$ cat config.mk
export PLATFORM = sky130hd
export DESIGN_NAME = tcce_cursor
export DESIGN_NICKNAME = d
export VERILOG_FILES = /design/src/tcce_pkg.sv /design/src/tcce_cursor.sv
export SDC_FILE = /design/constraint.sdc
export NUM_CORES = 1
export LEC_CHECK = 0
export BUFFER_PORTS_ARGS = -buffer_cell sky130_fd_sc_hd__buf_4
export CORE_UTILIZATION = 54
export DETAILED_ROUTE_END_ITERATION = 16
export MAX_ROUTING_LAYER = met4
export PLACE_DENSITY = 0.85
export SLEW_MARGIN = 20
export SYNTH_ARGS = -nofsm -noshare
export SYNTH_HDL_FRONTEND = slang
export SYNTH_SLANG_ARGS = --single-unit
$ cat constraint.sdc
create_clock -name vclk -period 4.4
set_clock_uncertainty 0.2 [all_clocks]
set_input_delay 0.66 -clock vclk [all_inputs]
set_output_delay 0.66 -clock vclk [all_outputs]
set_load 0.02 [all_outputs]
$ cat src/tcce_pkg.sv
// ----------------------------------------------------------------------------
// tcce_pkg
// Screen geometry, field widths, codes and shared types of the text console
// character engine.
// ----------------------------------------------------------------------------
package tcce_pkg;

    localparam int COLUMNS = 80;
    localparam int ROWS    = 25;
    localparam int CELLS   = COLUMNS * ROWS;

    localparam int COL_W  = $clog2(COLUMNS);
    localparam int ROW_W  = $clog2(ROWS);
    localparam int ADDR_W = $clog2(CELLS);

    localparam int FUNC_W  = 2;
    localparam int CHAR_W  = 8;
    localparam int COLOR_W = 4;
    localparam int ATTR_W  = 8;
    localparam int IDX_W   = 11;
    localparam int POS_W   = 11;
    localparam int CELL_W  = 16;

    // operations
    localparam logic [FUNC_W-1:0] FUNC_PUT   = 2'd0;
    localparam logic [FUNC_W-1:0] FUNC_CLEAR = 2'd1;
    localparam logic [FUNC_W-1:0] FUNC_READ  = 2'd2;

    // character codes
    localparam logic [CHAR_W-1:0] CODE_BS    = 8'h08;
    localparam logic [CHAR_W-1:0] CODE_LF    = 8'h0A;
    localparam logic [CHAR_W-1:0] CODE_CR    = 8'h0D;
    localparam logic [CHAR_W-1:0] CODE_SPACE = 8'h20;
    localparam logic [CHAR_W-1:0] CODE_LAST  = 8'h7F;

    localparam logic [ATTR_W-1:0] RESET_ATTR = 8'h0F;
    localparam logic [CELL_W-1:0] RESET_CELL = {RESET_ATTR, CODE_SPACE};

    // next cursor and side effects of one put-character word
    typedef struct packed {
        logic [COL_W-1:0] col;
        logic [ROW_W-1:0] row;
        logic             write;
        logic             scroll;
    } t_cur_step;

    function automatic logic [ADDR_W-1:0] cell_addr(input logic [ROW_W-1:0] row,
                                                    input logic [COL_W-1:0] col);
        return ADDR_W'(row) * ADDR_W'(COLUMNS) + ADDR_W'(col);
    endfunction

endpackage

$ cat src/tcce_cursor.sv
// ----------------------------------------------------------------------------
// tcce_cursor
// Next-cursor logic for one put-character word: backspace, CR/LF, printable
// advance, end-of-row wrap and scroll detection.
// ----------------------------------------------------------------------------
module tcce_cursor import tcce_pkg::*; (
    input  logic [COL_W-1:0]  i_col,
    input  logic [ROW_W-1:0]  i_row,
    input  logic [CHAR_W-1:0] i_char_code,
    output t_cur_step         o_step
);

    logic [COL_W:0] col_n;
    logic [ROW_W:0] row_n;
    logic           printable;
    logic           scroll;

    always_comb begin
        printable = (i_char_code >= CODE_SPACE) && (i_char_code <= CODE_LAST);
        col_n     = {1'b0, i_col};
        row_n     = {1'b0, i_row};

        priority if (i_char_code == CODE_BS) begin
            if (i_col != '0) begin
                col_n = col_n - (COL_W+1)'(1);
            end
        end else if (i_char_code == CODE_CR || i_char_code == CODE_LF) begin
            col_n = '0;
            row_n = row_n + (ROW_W+1)'(1);
        end else if (printable) begin
            col_n = col_n + (COL_W+1)'(1);
        end else begin
            // drop other control codes and high bytes
            col_n = {1'b0, i_col};
        end

        // wrap at end of row
        if (col_n >= (COL_W+1)'(COLUMNS)) begin
            col_n = '0;
            row_n = row_n + (ROW_W+1)'(1);
        end

        scroll        = row_n >= (ROW_W+1)'(ROWS);
        o_step.col    = col_n[COL_W-1:0];
        o_step.row    = scroll ? ROW_W'(ROWS - 1) : row_n[ROW_W-1:0];
        o_step.write  = printable;
        o_step.scroll = scroll;
    end

endmodule

# After elaboration in Yosys (flattened, before gate mapping)
# Cells that the tools add are included.
# op_classes
add_sub_neg	4
n_lt_le_gt_ge	4
eq_ne	3
mux	9
n_reduce_logical	3
# op_table
op	n
$mux W8	4
$eq A8 B4 Y1 const B	3
$mux W6	3
$add A7 B1 Y8 const B	1
$ge A8 B6 Y1 const B	1
$ge A8 B7 Y1 const B	1
$le A8 B7 Y1 const B	1
$sub A7 B1 Y8 const B	1
$mux W7	1
$reduce_bool A7 Y1	1
$add A5 B1 Y6 const B	1
$add A6 B1 Y6 const B	1
$ge A6 B5 Y1 const B	1
$mux W5	1
$logic_and A1 B1 Y1	1
$logic_or A1 B1 Y1	1
# totals
reg_bits	0
in_bits	20
output_inout_bits	14
word_cells	23

# Longest topological paths before layout
# Gate-level depths: netlist of the first run.
# depth
word_depth	9
mapped_depth	13
depth_no_buf	11

# Worst setup path before layout of the first run
# Ideal clock, no wire load.
# synth_timing
path_kind	input port to output port
from	input port i_char_code[5]
to	output port o_step[3] (netlist bit)
arrival_ns	3.258
t_required_ns	3.540
path_slack_ns	0.282
cell_stages	9
n_path_buf	1
cell_sequence	or4b_1 -> buf_2 -> or4_4 -> a211oi_2 -> a32oi_2 -> a211oi_4 -> xor2_2 -> a211oi_2 -> a211oi_1
# synth_rtl
element	line_no	rtl
start: declaration	tcce_cursor.sv:9	input logic [CHAR_W-1:0] i_char_code,
end: declaration	tcce_cursor.sv:10	output t_cur_step o_step

==> impl_metrics.toml, run 1 <==
[run_status]
status = "completed"

[die]
io_pins = 34
die_area_sq_mm = 0.00205
die_h_um = 45.3
std_cell_rows = 15
start_util_pct = 58.0
coreArea_sq_mm = 0.00175
die_w_um = 45.3

[grt]
grt.total_usage_pct = 28.5
grt_overflow = 0
grt_first_pass_wirelength_um = 4350
antenna_found_initial = 0
grt_pass1_vias = 956
grt_start_max_net_pins = 15

[cells_and_area]
final-seq-area_sq_um = 0
multi_input_area_sq_um = 958
seq_cells = 0
final_nets = 213
clock_buffer_count = 0
drive_gt1_share_pct = 29.4
synthToLayoutAreaGrowth_pct = 30.0
insertedDiodeCount = 0
n_fill_cell = 149
instances_no_fill = 212

[critical_path]
required_ns = 3.54
cpMostUsedCell = "buf_4"
cp-start-kind = "input pin"
path_cells = "buf_4, or4b_1, or4_4, o221ai_1, nand2_1, o21ai_4, nand4_1, a211oi_1, o22ai_1, buf_4"
crit_start = "i_char_code[5]"
cp_slowest_cell = "or4b_1"
endpoint_kind = "output pin"
crit_type = "input pin to output pin"
slowest_delay_ns = 0.64
cp_max_fo = 9
worstPathArrival_ns = 3.43

[routing]
wire_per_inst_um = 13.3
ant_nets = 0
vias_per_cell = 5.97
vias = 1265
dr.pass1.iters = 4
drc = 0
routed_wirelength_um = 2820
drtIter0Drc = 31

[sta]
max_slew_margin_pct = 58.4
finalSetupViolCount = 0
rsz0062_at_grt = "true"
finalCriticalPeriod_ns = 4.29
hold_viol = 0
fin_crit_sh_pct = 97.5
setup_slack_ns = 0.111
slew_viol_final = 0
fin_setup_tns_ns = 0
max_freq_mhz = 233
tightest_slew_ns = 0.623

[synth]
ys_types = 52
ys_top_cells_by_count = "nor2_1 (26), nand2_1 (14), a21oi_1 (8)"
yosys.area.top_type_share_pct = 9.64
ys_seq_area_share_pct = 0
syn_nets = 182
syn_inst = 158
ys_warn_count = 0
yosys.area.top_type = "nor2_1"
netlist_area_sq_mm = 0.00101
syn_avg_cell_area_sq_um = 6.41
synthTopCellsByArea = "nor2_1 (9.6%), a211oi_1 (5.2%), nand2_1 (5.2%)"
synth_most_common_cell = "nor2_1"

[placement]
place_congestion = 0.928
place_inst = 211
dpl_worst_slack_ns = 0.0621
io_buffers = 34
dp_hpwl_um = 2260

[power_and_ir_drop]
peakVddDrop_mv = 0.0685
power_w = 0.000126
power_density_mw_per_mm2 = 95.7
leakage_nw = 0.534

[min_path]
hold_class = "input pin to output pin"
hp-start = "i_col[2]"

[job]
maxCapViolCount = 0
-- layout by cell type, fill, tap and decap left out, types with 2 or more instances in the layout --
| cell | Yosys | layout |
|---|---|---|
| nor2_1 | 26 | 26 |
| a221oi_1 | 3 | 3 |
| or3b_1 | 2 | 2 |
| nand2_1 | 14 | 14 |
| nor3_1 | 6 | 6 |
| or4_1 | 2 | 2 |
| nand3_1 | 6 | 6 |
| o21ai_0 | 4 | 4 |
| ha_1 | 4 | 3 |
| or2_2 | 2 | 2 |
| xor2_1 | 3 | 3 |
| and3_1 | 2 | 2 |
| a211oi_2 | 3 | 3 |
| buf_4 | 2 | 40 |
| a211oi_1 | 7 | 7 |
| nand2b_1 | 3 | 3 |
| o22ai_1 | 4 | 4 |
| inv_1 | 7 | 7 |
| xnor2_1 | 6 | 5 |
| a21oi_1 | 8 | 8 |
| a211o_1 | 2 | 2 |
| nor4_1 | 3 | 2 |
| o221ai_1 | 2 | 2 |
| nor4_2 | 1 | 2 |
| mux2i_1 | 2 | 2 |
-- cell families after synthesis --
| group | count (synthesis) | synth area share (%) |
|---|---|---|
| AO/OA/AOI/OAI | 47 | 36.7 |
| XOR/XNOR | 10 | 9.40 |
| adder cells (fa/ha/maj) | 4 | 4.94 |
| buffers and inverters | 18 | 7.66 |
| multiplexers | 2 | 1.98 |
| AND/OR/NAND/NOR | 77 | 39.3 |
-- area by class of cell --
| class | count | area share, % |
|---|---|---|
| Tap cell | 25 | 2.38 |
| Timing Repair Buffer | 40 | 22.8 |
| Multi-Input combinational cell | 140 | 72.8 |
| Inverter | 7 | 2.00 |
-- layer usage --
layer / wire (um) / track usage (%) / part of all wire [%] / vias up
met5: 0 / - / 0 / -
met4: 10 / 2.42 / 0.35 / 0
met3: 140 / 0.400 / 5.0 / 2
met2: 1260 / 42.3 / 45 / 50
met1: 1410 / 44.3 / 50 / 560
li1: - / - / - / 653
-- through the flow --
| stage | instance area (sq um) | utilization [%] | hold WS (ns) |
|---|---|---|---|
| CTS | 1280 | 73.6 | 1.47 |
| floorplan | 1010 | - | 1.38 |
| global placement | 1280 | 73.6 | 1.47 |
| finish | 1320 | 75.4 | 1.48 |
| detailed placement | 1280 | 73.6 | 1.47 |
| global route | 1320 | 75.4 | 1.50 |
-- report_power, final --
part	switching (W)	internal (W)	leakage (nW)
sequential	0	0	0
clock	0	0	0
combinational	0.0000711	0.0000548	0.534
-- critical path: cells and delay by family --
kind	cells	cell delay (ns)
buffers and inverters	2	0.28
AND/OR/NAND/NOR	4	1.57
AO/OA/AOI/OAI	4	0.91
-- worst paths after layout --
check	depth (start not counted)	slack [ns]	endpoint
worst max-delay path	10	0.11	o_step[2]
worst min-delay path	3	1.48	o_step[9]
-- what timing repair did --
item                                   4_1_cts  5_1_grt
hold buffers                                 0        0
resized for setup                            0        4
endpoints found under the hold margin        0        0
setup endpoints to repair                    0        4
setup buffers                                0        1
(Power assumes the default switching activity.)
==> run 2: changes to the inputs <==
Settings changed: RECOVER_POWER set to 100.
==> impl_metrics.toml, run 2 (synthesis gave the netlist of run 1 again) <==
[run_status]
status = "completed"

[die]
die_h_um = 45.3
coreArea_sq_mm = 0.00175
start_util_pct = 58.0
die_w_um = 45.3
die_area_sq_mm = 0.00205
io_pins = 34
std_cell_rows = 15

[grt]
grt_pass1_vias = 956
grt_start_max_net_pins = 15
antenna_found_initial = 0
grt.total_usage_pct = 28.5
grt_first_pass_wirelength_um = 4350
grt_overflow = 0

[sta]
finalSetupViolCount = 0
slew_viol_final = 0
finalCriticalPeriod_ns = 4.29
max_freq_mhz = 233
hold_viol = 0
rsz0062_at_grt = "true"
tightest_slew_ns = 0.620
holdWs_ns = 1.48
max_slew_margin_pct = 58.6
fin_crit_sh_pct = 97.5

[cells_and_area]
seq_cells = 0
insertedDiodeCount = 0
instances_no_fill = 212
final_nets = 213
final_common_cell = "buf_4"
stdcell_area_sq_mm = 0.00131
n_fill_cell = 151
clock_buffer_count = 0
drive_gt1_share_pct = 28.9
fin_util_pct = 75.2
final-seq-area_sq_um = 0
final_cell_mix = "buf_4 (39), nor2_1 (26), nand2_1 (14)"
synthToLayoutAreaGrowth_pct = 29.7

[routing]
routed_wirelength_um = 2790
ant_nets = 0
routedLengthMet1_um = 1340
wire_per_inst_um = 13.2
vias_per_cell = 5.99
dr.pass1.iters = 4
vias = 1270
dr_wl_met3_um = 182
drc = 0
top_layer = "met4"
wl_met2_um = 1250
drtIter0Drc = 29

[critical_path]
cp_max_fo = 9
cp_slowest_cell = "or4b_1"
worstPathArrival_ns = 3.43
endpoint_kind = "output pin"
path_cells = "buf_4, or4b_1, or4_4, o221ai_1, nand2_1, o21ai_4, nand4_1, a211oi_1, o22ai_1, buf_4"
slowest_delay_ns = 0.64
required_ns = 3.54
crit_type = "input pin to output pin"
cp-start-kind = "input pin"
cpMostUsedCell = "buf_4"

[placement]
io_buffers = 34
place_inst = 211
place_congestion = 0.928
place_area_sq_mm = 0.00128
dp_hpwl_um = 2260

[power_and_ir_drop]
power_w = 0.000125
power_density_mw_per_mm2 = 95.4
leakage_nw = 0.530
peakVddDrop_mv = 0.0668

[min_path]
hold_class = "input pin to output pin"

[job]
maxCapViolCount = 0
==> run 2: worst max-delay path, delay by kind of cell <==
| family | cells | cell delay [ns] |
|---|---|---|
| buf+inv | 2 | 0.28 |
| compound gates | 4 | 0.90 |
| simple gates | 4 | 1.57 |
==> run 2: worst paths after layout <==
check                     startpoint        end  slack (ns)  cells after the start
worst max-delay path  i_char_code[5]  o_step[2]        0.11                     10
worst min-delay path        i_col[2]  o_step[9]        1.48                      3
==> run 2: where the power goes <==
part | internal (W) | total (W) | switching (W)
Clock | 0 | 0 | 0
Sequential | 0 | 0 | 0
Combinational | 0.0000543 | 0.000125 | 0.0000709
==> run 2: per-layer routing <==
| layer | vias to the layer above | track usage (%) |
|---|---|---|
| met4 | 0 | 2.42 |
| met2 | 51 | 42.3 |
| met3 | 4 | 0.400 |
| li1 | 651 | - |
| met5 | - | - |
| met1 | 564 | 44.3 |
==> run 2: layout make-up <==
type                            instances  area (sq um)  share of cell area [%]
Tap cell                               25          31.3                    2.38
Inverter                                7          26.3                    2.00
Multi-Input combinational cell        140           958                    73.0
Timing Repair Buffer                   40           297                    22.6
==> run 2: repair_timing <==
item                                    4_1_cts  5_1_grt
setup buffers                                 0        1
gates resized for setup                       0        4
endpoints found under the setup margin        0        4
hold buffers                                  0        0
==> run 2: through the flow <==
stage / worst slack, ns / setup TNS, ns
2_1_floorplan: 0.282 / 0
3_3_place_gp: 0.112 / 0
3_5_place_dp: 0.0621 / 0
4_1_cts: 0.0502 / 0
5_1_grt: -0.0304 / -0.0304
6_report: 0.110 / 0
==> run 3: changes to the inputs <==
==> constraint.sdc (replaced) <==
create_clock -name vclk -period 4.4
set_clock_uncertainty 0.2 [all_clocks]
set_input_delay 0.66 -clock vclk [all_inputs]
set_output_delay 0.66 -clock vclk [all_outputs]
set_load 0.01 [all_outputs]
==> impl_metrics.toml, run 3 (synthesis gave the netlist of run 1 again) <==
[critical_path]
required_ns = 3.54
cp_max_fo = 9
critPathTopFamily = "simple AND/OR/NAND/NOR gates"
cp-start-kind = "input pin"
path_buf_inv = 2
crit_cells = 10
path_cells = "buf_4, or4b_1, or4_4, o221ai_1, nand2_1, o21ai_4, nand4_1, a211oi_1, o22ai_1, buf_4"
worstPathArrival_ns = 3.39
crit_type = "input pin to output pin"
cp_slowest_cell = "or4b_1"
cpMostUsedCell = "buf_4"
slowest_delay_ns = 0.64
endpoint_kind = "output pin"

[die]
coreArea_sq_mm = 0.00175
std_cell_rows = 15
io_pins = 34
die_area_sq_mm = 0.00205
die_h_um = 45.3
die_w_um = 45.3
start_util_pct = 58.0

[power_and_ir_drop]
leakage_nw = 0.526
peakVddDrop_mv = 0.0647
power_w = 0.000116
power_density_mw_per_mm2 = 88.7

[cells_and_area]
final_nets = 212
drive_gt1_share_pct = 28.5
multi_input_area_sq_um = 958
n_fill_cell = 152
final_common_cell = "buf_4"
final-seq-area_sq_um = 0
insertedDiodeCount = 0
clock_buffer_count = 0
synthToLayoutAreaGrowth_pct = 28.9
seq_cells = 0
final_cell_mix = "buf_4 (38), nor2_1 (26), nand2_1 (14)"

[sta]
rsz0062_at_grt = "true"
max_slew_margin_pct = 61.0
fin_setup_tns_ns = 0
tightest_slew_ns = 0.584
hold_viol = 0
fin_crit_sh_pct = 96.6
finalSetupViolCount = 0
slew_viol_final = 0
max_freq_mhz = 235
finalCriticalPeriod_ns = 4.25

[grt]
grt.total_usage_pct = 29.4
grt_overflow = 0
grt_start_max_net_pins = 15
antenna_found_initial = 0
grt_pass1_vias = 1097
grt_first_pass_wirelength_um = 4610

[placement]
place_congestion = 0.912
io_buffers = 34
dp_hpwl_um = 2280

[clock_tree]
post_cts_buffers = 0
cts-resized-gates = 0
hold_buffers = 0

[routing]
vias_per_cell = 6.13
wire_per_inst_um = 13.3
drc = 0
drtIter0Drc = 40
ant_nets = 0
vias = 1293
dr.pass1.iters = 4
routed_wirelength_um = 2810

[job]
maxCapViolCount = 0

[min_path]
min_path_cells = 3
hold_class = "input pin to output pin"

[run_status]
status = "completed"
[run 3: cell types whose count changed in the layout (fill, tap and decap cells not counted), sizes merged]
| cell | before | now |
|---|---|---|
| buf | 39 | 38 |
[run 3: through the flow]
stage | worst slack, ns | cells | hold slack, ns | util, % | instance area [sq um]
6_report | 0.151 | 211 | 1.48 | 74.8 | 1310
2_1_floorplan | 0.495 | 158 | 1.31 | - | 1010
5_1_grt | -0.0184 | 211 | 1.49 | 74.8 | 1310
3_3_place_gp | 0.137 | 211 | 1.46 | 73.6 | 1280
4_1_cts | 0.0735 | 211 | 1.46 | 73.6 | 1280
3_5_place_dp | 0.0805 | 211 | 1.47 | 73.6 | 1280
[run 3: path summary, 6_finish.rpt]
path | from | end
worst max-delay path | i_char_code[5] | o_step[2]
worst min-delay path | i_col[2] | o_step[9]
[run 3: power by group]
part           total (W)  internal [W]  switching [W]
Sequential             0             0              0
Combinational   0.000116     0.0000538      0.0000620
Clock                  0             0              0
Total           0.000116     0.0000538      0.0000620
[run 3: layout make-up]
cell class         count  share of cell area [%]
multi-input cells    140                    73.4
repair buffers        39                    22.1
well taps             25                    2.40
inverters              7                    2.01
[run 3: per-layer routing]
metal / up-vias / global-route usage [%] / wire, um
met5: - / - / 0
met4: 0 / 0.606 / 0
met3: 0 / 0.800 / 152
met2: 41 / 49.0 / 1300
met1: 598 / 41.8 / 1360
li1: 654 / - / -
[run 3: tightest hold or removal path: stages]
cell and delay (ns):
buf_4 0.13, a211oi_1 0.09, buf_4 0.14
